File: src/horizontal_ridge_filter_binarize_top_macros.svh
// assertion macros for horizontal_ridge_filter_binarize_top
// expects i_clk and i_rst_n in the scope of use
`ifndef HORIZONTAL_RIDGE_FILTER_BINARIZE_TOP_MACROS_SVH
`define HORIZONTAL_RIDGE_FILTER_BINARIZE_TOP_MACROS_SVH

// same-cycle implication
`define HRFB_CHK_NOW(lbl, ante, cons) \
    lbl: assert property (@(posedge i_clk) disable iff (!i_rst_n) (ante) |-> (cons)) \
        else $error("hrfb check failed");

// next-cycle implication
`define HRFB_CHK_NEXT(lbl, ante, cons) \
    lbl: assert property (@(posedge i_clk) disable iff (!i_rst_n) (ante) |=> (cons)) \
        else $error("hrfb check failed");

`endif

File: src/hrfb_pkg.sv
// shared types and constants for the horizontal ridge filter / binarizer
// no dependencies
`default_nettype none

package hrfb_pkg;

    localparam int unsigned CFG_IDX_W = 2;
    localparam int unsigned CFG_DATA_W = 10;
    localparam int unsigned SIZE_W = 10;
    localparam int unsigned PIX_W = 8;
    localparam int unsigned SUM_W = 11;

    localparam logic [CFG_IDX_W-1:0] CFG_FRAME_WIDTH = 2'd0;
    localparam logic [CFG_IDX_W-1:0] CFG_FRAME_HEIGHT = 2'd1;
    localparam logic [CFG_IDX_W-1:0] CFG_LEVEL_THRESHOLD = 2'd2;

    localparam logic [SIZE_W-1:0] RST_FRAME_WIDTH = 10'd400;
    localparam logic [SIZE_W-1:0] RST_FRAME_HEIGHT = 10'd400;
    localparam logic [PIX_W-1:0] RST_LEVEL_THRESHOLD = 8'd200;
    localparam logic [SIZE_W-1:0] MIN_FRAME_WIDTH = 10'd5;
    localparam logic [SIZE_W-1:0] MIN_FRAME_HEIGHT = 10'd1;

    localparam logic OP_LOAD = 1'b0;
    localparam logic OP_READ = 1'b1;

    localparam logic [PIX_W-1:0] PIX_WHITE = 8'd255;
    localparam logic [PIX_W-1:0] PIX_BLACK = 8'd0;

    typedef struct packed {
        logic border;
        logic last;
    } t_pend_info;

    typedef struct packed {
        logic [PIX_W-1:0] pixel;
        logic             flat;
    } t_level_res;

endpackage

`default_nettype wire

File: src/hrfb_level.sv
// stretch-and-threshold compare of one stored sum against the frame range
// depends on hrfb_pkg
`default_nettype none

module hrfb_level (
    input  wire logic signed [hrfb_pkg::SUM_W-1:0] i_value,
    input  wire logic                              i_border,
    input  wire logic signed [hrfb_pkg::SUM_W-1:0] i_min,
    input  wire logic signed [hrfb_pkg::SUM_W-1:0] i_max,
    input  wire logic        [hrfb_pkg::PIX_W-1:0] i_threshold,
    output hrfb_pkg::t_level_res                   o_res
);
    import hrfb_pkg::*;

    logic signed [SUM_W:0] v;
    logic signed [SUM_W:0] dv;
    logic signed [SUM_W:0] span;
    logic        [SUM_W+PIX_W-1:0] lhs;
    logic        [SUM_W+PIX_W-1:0] rhs;

    always_comb begin
        v = i_border ? '0 : {i_value[SUM_W-1], i_value};
        dv = v - {i_min[SUM_W-1], i_min};
        span = {i_max[SUM_W-1], i_max} - {i_min[SUM_W-1], i_min};
        // 255 * dv as shift and subtract
        lhs = ({{(PIX_W-1){1'b0}}, dv[SUM_W-1:0], 1'b0} << (PIX_W - 1))
              - {{PIX_W{1'b0}}, dv[SUM_W-1:0]};
        rhs = (SUM_W+PIX_W)'(i_threshold) * (SUM_W+PIX_W)'(span[SUM_W-1:0]);
        o_res.flat = (i_max == i_min);
        if (o_res.flat) begin
            o_res.pixel = PIX_BLACK;
        end else begin
            o_res.pixel = (lhs >= rhs) ? PIX_WHITE : PIX_BLACK;
        end
    end

endmodule

`default_nettype wire

File: config.mk
export PLATFORM = sky130hd
export DESIGN_NAME = hrfb_level
export DESIGN_NICKNAME = d
export VERILOG_FILES = /design/src/horizontal_ridge_filter_binarize_top_macros.svh /design/src/hrfb_pkg.sv /design/src/hrfb_level.sv
export SDC_FILE = /design/constraint.sdc
export NUM_CORES = 1
export LEC_CHECK = 0
export BUFFER_PORTS_ARGS = -buffer_cell sky130_fd_sc_hd__buf_2
export CAP_MARGIN = 20
export CORE_ASPECT_RATIO = 0.75
export CORE_UTILIZATION = 64
export DETAILED_ROUTE_END_ITERATION = 8
export PLACE_DENSITY_LB_ADDON = 0.12
export SLEW_MARGIN = 20
export SYNTH_ARGS = -nofsm -noshare
export SYNTH_HDL_FRONTEND = slang
export SYNTH_SLANG_ARGS = --single-unit
File: constraint.sdc
create_clock -name vclk -period 12.4
set_input_delay 2.48 -clock vclk [all_inputs]
set_output_delay 2.48 -clock vclk [all_outputs]
set_load 0.01 [all_outputs]
After elaboration in Yosys (flattened, before gate mapping)
Cells that the tools add are included.
{ "totals": {"reg_bits": 0, "elab_cells": 9, "out_inout_bits": 9} }
{ "op_classes": {"n_addsub": 3, "magnitude_cmp": 1, "n_mux": 3, "eq_ne": 1, "multipliers": 1} }
{ "ops": {"columns": ["op", "n"], "rows": [
  ["subtractor 11 bit", 2],
  ["greater-or-equal comparator 19 bit", 1],
  ["multiplier 8 x 11 -> 19 bit", 1],
  ["subtractor 19 x 11 -> 19 bit", 1],
  ["two-way mux 8 bit", 2],
  ["equality test 11 bit", 1],
  ["two-way mux 11 bit", 1]
]} }

Longest topological paths before layout
Gate-level depths: netlist of the first run.
{ "depth": {"depth_word": 6, "ltp_mapped": 31} }

Least setup slack after synthesis of the first run
No wires, ideal clock.
{ "synth_path": {"path_type": "input -> output", "from": "input port i_max[0] (netlist name)", "to": "output port o_res[2] (netlist name)", "cell_stages": 31, "path_slack_ns": 0.888, "n_path_buf": 1, "t_arrival_ns": 9.032, "path_cell_list": "inv_1 > ha_1 > fa_1 > nor2b_1 > o21ai_0 > a21boi_0 > o21ai_0 > nor2b_1 > xnor2_1 > nand2_1 > fa_1 > inv_1 > fa_1 > fa_1 > inv_1 > fa_1 > inv_1 > ha_1 > o21a_1 > o21ai_0 > nor2_1 > a211oi_1 > xor2_1 > ha_1 > a21o_1 > a21o_1 > a21oi_1 > nor2b_1 > a2111oi_0 > o22ai_1 > buf_4"} }
{ "synth_rtl": {"columns": ["element", "line_no", "text"], "rows": [
  ["start: declaration", "hrfb_level.sv:9", "input wire logic signed [hrfb_pkg::SUM_W-1:0] i_max,"],
  ["end: declaration", "hrfb_level.sv:11", "output hrfb_pkg::t_level_res o_res"]
]} }

==> metrics.yaml, run 1 <==
outcome: "finished, final reports clean"
first_iter_violations: 170
fmax_mhz: 84.2
clock_buffers: 0
period_share_pct: 95.8
syn_inst: 605
synth_area_um2: 4880
min_to: "o_res[0]"
synth.net_count: 786
yosys_warnings: 0
cp-start-kind: "input port"
cpMostUsedCell: "fa_1"
grt_pass1_vias: 4221
wl_per_cell_um: 15.5
wl_mm: 11.5
cts_hold_buf: 0
n_antenna_cell: 0
seq_cell_count: 0
cts_setup_buffers: 0
hold_class: "input port to output pin"
hold_viol: 0
slew_headroom_pct: 57.3
detailed_place_hpwl_mm: 9.91
drive_gt1_share_pct: 11.9
grt_pass1_wl_mm: 19.7
worstMarginPinSlew_ns: 0.636
holdPathStages: 5
cts.repair.resized: 0
setup_viol: 0
ys_seq_area_share_pct: 0
synth.area.top_cells: "fa_1, ha_1, inv_1, and2_1, xnor2_1"
min_period_ns: 11.88
syn2layout_area_growth_pct: 7.25
cp_slowest_cell: "fa_1"
rsz0062_at_grt: "false"
dr_total_vias: 4272
nets: 828
maxCapViolCount: 0
core_um2: 7360
yosys.area.top_type: "fa_1"
dieArea_um2: 7990
row_count: 27
place_congestion: 0.904
viasPerCell: 5.73
ant_nets: 0
seq_area_um2: 0
required_ns: 9.92
crit_buf_inv: 7
grt_overflow_total: 0
grt_max_degree: 12
fin_setup_tns_ns: 0
synth.avg_cell_area_um2: 8.07
drc: 0
port_buffers: 51
fp.dieW_um: 103
synth_cell_types: 57
cp.arrival_ns: 9.40
synth_top_area_share_pct: 23.0
max_stage_delay_ns: 0.54
critical-path-top-delay-family: "adder cells"
antenna_found_initial: 0
start_util_pct: 66.3
criticalPathCategory: "input port to output pin"
grt_usage_pct: 30.9
hp-start: "i_max[5]"
cp_max_fo: 8
dr.pass1.iters: 4
endpoint_kind: "output pin"
die_y_um: 77.6
drv_slew: 0
num_io_pins: 51
==> final cells by class <==
cell class	instances	area, um2
Inverter	100	375
Tap cell	101	126
Timing Repair Buffer	59	315
Multi-Input combinational cell	486	4420
Fill cell	638	2130
==> cell usage after synthesis, types with 10 or more instances <==
cell type	number
and2_1	44
xor2_1	13
nor2b_1	31
nor3_1	11
fa_1	56
nand3_1	10
a21oi_1	25
xnor2_1	27
a21o_1	15
nor2_1	25
o21ai_0	19
inv_1	100
ha_1	83
nand2_1	33
==> through the flow <==
step                      cell area [um2]  std cells  hold slack [ns]  util, %  setup WS [ns]
after floorplan                      4880        605             5.34        -          0.888
after global placement               5210        746             5.59     70.8          0.379
after detailed placement             5210        746             5.59     70.8         0.0930
after CTS                            5210        746             5.60     70.8         0.0310
after global routing                 5240        746             5.67     71.1         0.0549
final                                5240        746             5.61     71.1          0.525
==> worst max path at each step <==
stage	cells after the start	slack, ns	from	endpoint
floorplan	31	0.89	i_max[0]	o_res[2]
detailed placement	29	0.09	i_max[0]	o_res[5]
global placement	29	0.38	i_max[0]	o_res[1]
CTS	29	0.03	i_max[0]	o_res[5]
global route	32	0.05	i_max[0]	o_res[2]
finish	32	0.52	i_max[0]	o_res[5]
==> layer usage <==
layer	vias to the layer above	share of wire (%)	global-route usage (%)
met1	2066	48	46.1
li1	2087	-	-
met2	115	47	52.5
met3	4	4.5	0.721
met4	0	0.25	1.13
met5	-	0	0
==> kinds of logic (layout without fill, tap and decap cells) <==
| kind of cell | Yosys count | count (layout) | share of synthesized area, % |
|---|---|---|---|
| multiplexers | 1 | 1 | 0.231 |
| AO/OA/AOI/OAI | 114 | 114 | 16.2 |
| buffers and inverters | 119 | 159 | 9.94 |
| XOR/XNOR | 42 | 42 | 7.84 |
| AND/OR/NAND/NOR | 190 | 190 | 21.6 |
| adder cells (fa/ha/maj) | 139 | 139 | 44.2 |
==> cell usage in the layout, fill, tap and decap left out, types with 4 or more instances in the layout <==
cell and instances:
a211oi_2 4, a21boi_0 8, a21o_1 15, a21oi_1 25, and2_1 44, and3_1 5
buf_2 51, buf_4 8, fa_1 56, ha_1 83, inv_1 100, nand2_1 33
nand2b_1 9, nand3_1 10, nand4_1 5, nor2_1 25, nor2b_1 31, nor3_1 11
nor4_1 4, o21a_1 6, o21ai_0 16, o21ai_1 6, o21bai_1 5, xnor2_1 27
xor2_1 13
Power of run 1 is left out: the tool's default activity adds up to more than one toggle a clock period on the data nets, which glitch-free logic cannot reach.
==> run 2: changes to the inputs <==
--- a/config.mk
+++ b/config.mk
@@ -8,7 +8,7 @@
 export BUFFER_PORTS_ARGS = -buffer_cell sky130_fd_sc_hd__buf_2
 export CAP_MARGIN = 20
 export CORE_ASPECT_RATIO = 0.75
-export CORE_UTILIZATION = 64
+export CORE_UTILIZATION = 45
 export DETAILED_ROUTE_END_ITERATION = 8
 export PLACE_DENSITY_LB_ADDON = 0.12
 export SLEW_MARGIN = 20
==> run 2 against run 1 <==
  * Via count shrank 2.8%
  * Critical path type unchanged
  * First-iteration DRC count shrank 14%
  * Non-clock buffer count grew 6
  * Critical path depth shrank 3
  * Final area grew 1.6%
  * Utilization shrank 20 points
==> metrics.yaml, run 2 (synthesis gave the netlist of run 1 again) <==
core_um2: 10400  # was 7360 um2
max_stage_delay_ns: 0.54  # about the same
clock_buffers: 0  # unchanged
seq_area_um2: 0  # unchanged
dr_total_vias: 4152  # was 4272
required_ns: 9.92  # about the same
cts_hold_buf: 0  # unchanged
cp.arrival_ns: 9.45  # was 9.40 ns
first_iter_violations: 146  # was 170
syn2layout_area_growth_pct: 8.97  # was 7.25%
pre_cts_ws_ns: 0.292  # was 0.0930 ns
rsz0062_at_grt: "false"  # unchanged
setup_ws_ns: 0.469  # was 0.525 ns
grt_overflow_total: 0  # unchanged
setup_viol: 0  # unchanged
ant_nets: 0  # unchanged
min_period_ns: 11.93  # was 11.88 ns
grt_util_met1_pct: 34.6  # was 46.1%
fin_cells: 787  # was 746
drc: 0  # unchanged
met3_usage_pct: 0  # was 0.721%
hp-start: "i_max[5]"  # unchanged
drv_slew: 0  # unchanged
grt_pass1_wl_mm: 19.5  # was 19.7 mm
grt_pass1_vias: 4036  # was 4221
grt_busiest_layer: "met1"  # was met2
cp-start-kind: "input port"  # unchanged
dieArea_um2: 11300  # was 7990 um2
drive_gt1_share_pct: 12.6  # was 11.9%
n_antenna_cell: 0  # unchanged
endpoint_kind: "output pin"  # unchanged
holdPathStages: 5  # unchanged
start_util_pct: 46.9  # was 66.3%
criticalPathCategory: "input port to output pin"  # unchanged
maxCapViolCount: 0  # unchanged
worstMarginPinSlew_ns: 0.584  # was 0.636 ns
hold_viol: 0  # unchanged
wl_mm: 11.5  # about the same
antenna_found_initial: 0  # unchanged
fp.dieW_um: 122  # was 103 um
fmax_mhz: 83.8  # was 84.2 MHz
hold_class: "input port to output pin"  # unchanged
num_io_pins: 51  # unchanged
dr.pass1.iters: 4  # unchanged
outcome: "finished, final reports clean"  # unchanged
use_met2_pct: 33.1  # was 52.5%
viasPerCell: 5.28  # was 5.73
final_cell_mix: "inv_1, ha_1, fa_1"  # unchanged
grt_max_degree: 12  # unchanged
slew_headroom_pct: 60.6  # was 57.3%
port_buffers: 51  # unchanged
cp_slowest_cell: "fa_1"  # unchanged
cp_max_fo: 8  # unchanged
place_congestion: 0.944  # was 0.904
cpMostUsedCell: "fa_1"  # unchanged
fin_setup_tns_ns: 0  # unchanged
nets: 834  # was 828
period_share_pct: 96.2  # was 95.8%
wl_per_cell_um: 14.6  # was 15.5 um
row_count: 32  # was 27
seq_cell_count: 0  # unchanged
nFillCells: 1045  # was 638
layout_commonest_cell: "inv_1"  # unchanged
min_to: "o_res[0]"  # unchanged
die_y_um: 92.2  # was 77.6 um
grt_usage_pct: 21.3  # was 30.9%
placed_cells: 785  # was 746
detailed_place_hpwl_mm: 9.87  # was 9.91 mm
[run 2: area by class of cell]
class | count | area [um2] | area share [%]
Inverter | 100 | 375 | 7.06
Multi-Input combinational cell | 486 | 4410 | 83.0
Tap cell | 136 | 170 | 3.20
Timing Repair Buffer | 65 | 360 | 6.77
[run 2: through the flow]
stage / util, % / instance area (um2) / hold WS (ns)
final: 51.1 / 5320 / 5.59
after global routing: 51.1 / 5320 / 5.65
after CTS: 50.8 / 5290 / 5.60
after detailed placement: 50.8 / 5290 / 5.59
after global placement: 50.8 / 5290 / 5.59
after floorplan: - / 4880 / 5.34
[run 2: per-layer routing]
metal	part of all wire (%)	vias to the layer above
met5	0	-
met1	54	1968
li1	-	2108
met4	0	0
met2	43	76
met3	3.0	0
[run 2: how the worst max path moves through the flow]
stage	startpoint	to	cells after the start
after floorplan	i_max[0]	o_res[2]	31
after global placement	i_min[0]	o_res[4]	32
after detailed placement	i_min[0]	o_res[4]	32
after CTS	i_min[0]	o_res[4]	32
after global routing	i_min[0]	o_res[8]	32
final	i_min[0]	o_res[4]	29
[run 2: repair_timing]
| item | in CTS | in global routing |
|---|---|---|
| resized for setup | 0 | 9 |
| endpoints found under the setup margin | 0 | 8 |
| buffers inserted | 0 | 2 |
[run 2: critical path: cells and delay by family]
family | cells | cell delay [ns]
compound gates | 8 | 1.68
xor+xnor | 1 | 0.13
simple gates | 6 | 0.90
fa+ha+maj | 8 | 3.25
buf+inv | 5 | 0.61
mux | 1 | 0.38
Power of run 2 is left out for the same reason.
==> run 3: changes to the inputs <==
--- a/config.mk
+++ b/config.mk
@@ -10,7 +10,8 @@
 export CORE_ASPECT_RATIO = 0.75
 export CORE_UTILIZATION = 45
 export DETAILED_ROUTE_END_ITERATION = 8
-export PLACE_DENSITY_LB_ADDON = 0.12
+export MAX_ROUTING_LAYER = met4
+export SKIP_LAST_GASP = 1
 export SLEW_MARGIN = 20
 export SYNTH_ARGS = -nofsm -noshare
 export SYNTH_HDL_FRONTEND = slang
==> run 3 against run 2 <==
  * Largest cell class unchanged
  * Via count increased by 1.1%
  * Maximum frequency is 0.33% lower
  * Sequential cell count is the same
  * Worst hold slack better by 0.013 ns
  * Sequential share of layout area is the same
  * Wire length is 2.5% higher
  * Cell count shrank 0.38%
  * Utilization decreased by 0.18 points
  * Critical endpoint is now o_res[6]
  * Critical path type unchanged
  * Global-route usage increased by 0.84 points
  * Worst setup slack worse by 0.039 ns
  * Die area stayed put
  * First-iteration DRC count up 8.2%
==> metrics.yaml, run 3 (synthesis gave the netlist of run 1 again) <==
outcome: "finished, final reports clean"  # unchanged
maxCapViolCount: 0  # unchanged
nFillCells: 1037  # was 1045
hold_class: "input port to output pin"  # unchanged
fmax_mhz: 83.5  # was 83.8 MHz
criticalPathCategory: "input port to output pin"  # unchanged
clock_buffers: 0  # unchanged
first_iter_violations: 158  # was 146
die_y_um: 92.2  # unchanged
holdPathStages: 5  # unchanged
dr_total_vias: 4198  # was 4152
final_cell_area_um2: 5300  # was 5320 um2
worstMarginPinSlew_ns: 1.10  # was 0.584 ns
syn2layout_area_growth_pct: 8.59  # was 8.97%
wl_per_cell_um: 15.0  # was 14.6 um
place_congestion: 0.965  # was 0.944
postPlaceCellArea_um2: 5280  # was 5290 um2
ant_nets: 0  # unchanged
multiInputGateArea_um2: 4420  # was 4410 um2
wl_mm: 11.7  # was 11.5 mm
endpoint_kind: "output pin"  # unchanged
grt_usage_pct: 22.2  # was 21.3%
fp.dieW_um: 122  # unchanged
core_um2: 10400  # unchanged
nets: 831  # was 834
dieArea_um2: 11300  # unchanged
grt_pass1_wl_mm: 19.7  # was 19.5 mm
crit_buf_inv: 5  # unchanged
final_cell_mix: "inv_1, ha_1, fa_1"  # unchanged
seq_area_um2: 0  # unchanged
drv_slew: 0  # unchanged
antenna_found_initial: 0  # unchanged
cp_slowest_cell: "fa_1"  # unchanged
grt_overflow_total: 0  # unchanged
fin_util_pct: 50.9  # was 51.1%
cp-start-kind: "input port"  # unchanged
viasPerCell: 5.35  # was 5.28
cpMostUsedCell: "fa_1"  # unchanged
slew_headroom_pct: 26.3  # was 60.6%
max_stage_delay_ns: 0.54  # about the same
drive_gt1_share_pct: 12.2  # was 12.6%
seq_cell_count: 0  # unchanged
required_ns: 9.92  # about the same
dr.pass1.iters: 4  # unchanged
path_depth: 29  # unchanged
cp_max_fo: 8  # unchanged
setup_viol: 0  # unchanged
num_io_pins: 51  # unchanged
critical-path-top-delay-family: "adder cells"  # unchanged
port_buffers: 51  # unchanged
hold_viol: 0  # unchanged
cp.arrival_ns: 9.49  # was 9.45 ns
drc: 0  # unchanged
rsz0062_at_grt: "false"  # unchanged
min_period_ns: 11.97  # was 11.93 ns
row_count: 32  # unchanged
layout_commonest_cell: "inv_1"  # unchanged
period_share_pct: 96.5  # was 96.2%
n_antenna_cell: 0  # unchanged
fin_setup_tns_ns: 0  # unchanged
detailed_place_hpwl_mm: 10.1  # was 9.87 mm
grt_max_degree: 12  # unchanged
grt_pass1_vias: 4067  # was 4036
start_util_pct: 46.9  # unchanged
==> run 3: cell types whose count changed in the layout (fill, tap and decap cells not counted), sizes merged <==
cell | before | now
buf | 65 | 62
==> run 3: layout make-up <==
class / count / area share (%)
Timing Repair Buffer: 62 / 6.37
Inverter: 100 / 7.08
Multi-Input combinational cell: 486 / 83.3
Tap cell: 136 / 3.21
==> run 3: final timing paths <==
kind / slack (ns) / to / start
hold / removal: 5.61 / o_res[0] / i_max[5]
setup / recovery: 0.43 / o_res[6] / i_min[0]
==> run 3: per-layer routing <==
layer  wire length (um)  share of wire (%)  track usage (%)
met1               6030                 51             32.8
met2               5130                 44             34.5
met3                538                4.6             1.68
met4                 52               0.44             1.02
met5                  0                  0                -
==> run 3: timing repair <==
action,4_1_cts,5_1_grt
buffers inserted,0,0
resized for setup,0,7
hold buffers,0,0
endpoints found under the setup margin,0,8
==> run 3: per-stage QoR <==
stage / hold WS (ns) / std cells / setup slack (ns)
after floorplan: 5.34 / 605 / 0.888
after CTS: 5.60 / 784 / 0.163
after global placement: 5.60 / 784 / 0.459
after detailed placement: 5.60 / 784 / 0.197
final: 5.61 / 784 / 0.430
after global routing: 5.66 / 784 / 0.0507
==> run 3: worst min-delay path, delay by kind of cell <==
kind                     cells  cell delay [ns]
adder cells (fa/ha/maj)      1             0.26
AND/OR/NAND/NOR              2             0.16
buffers and inverters        2             0.23
Power of run 3 is left out for the same reason.
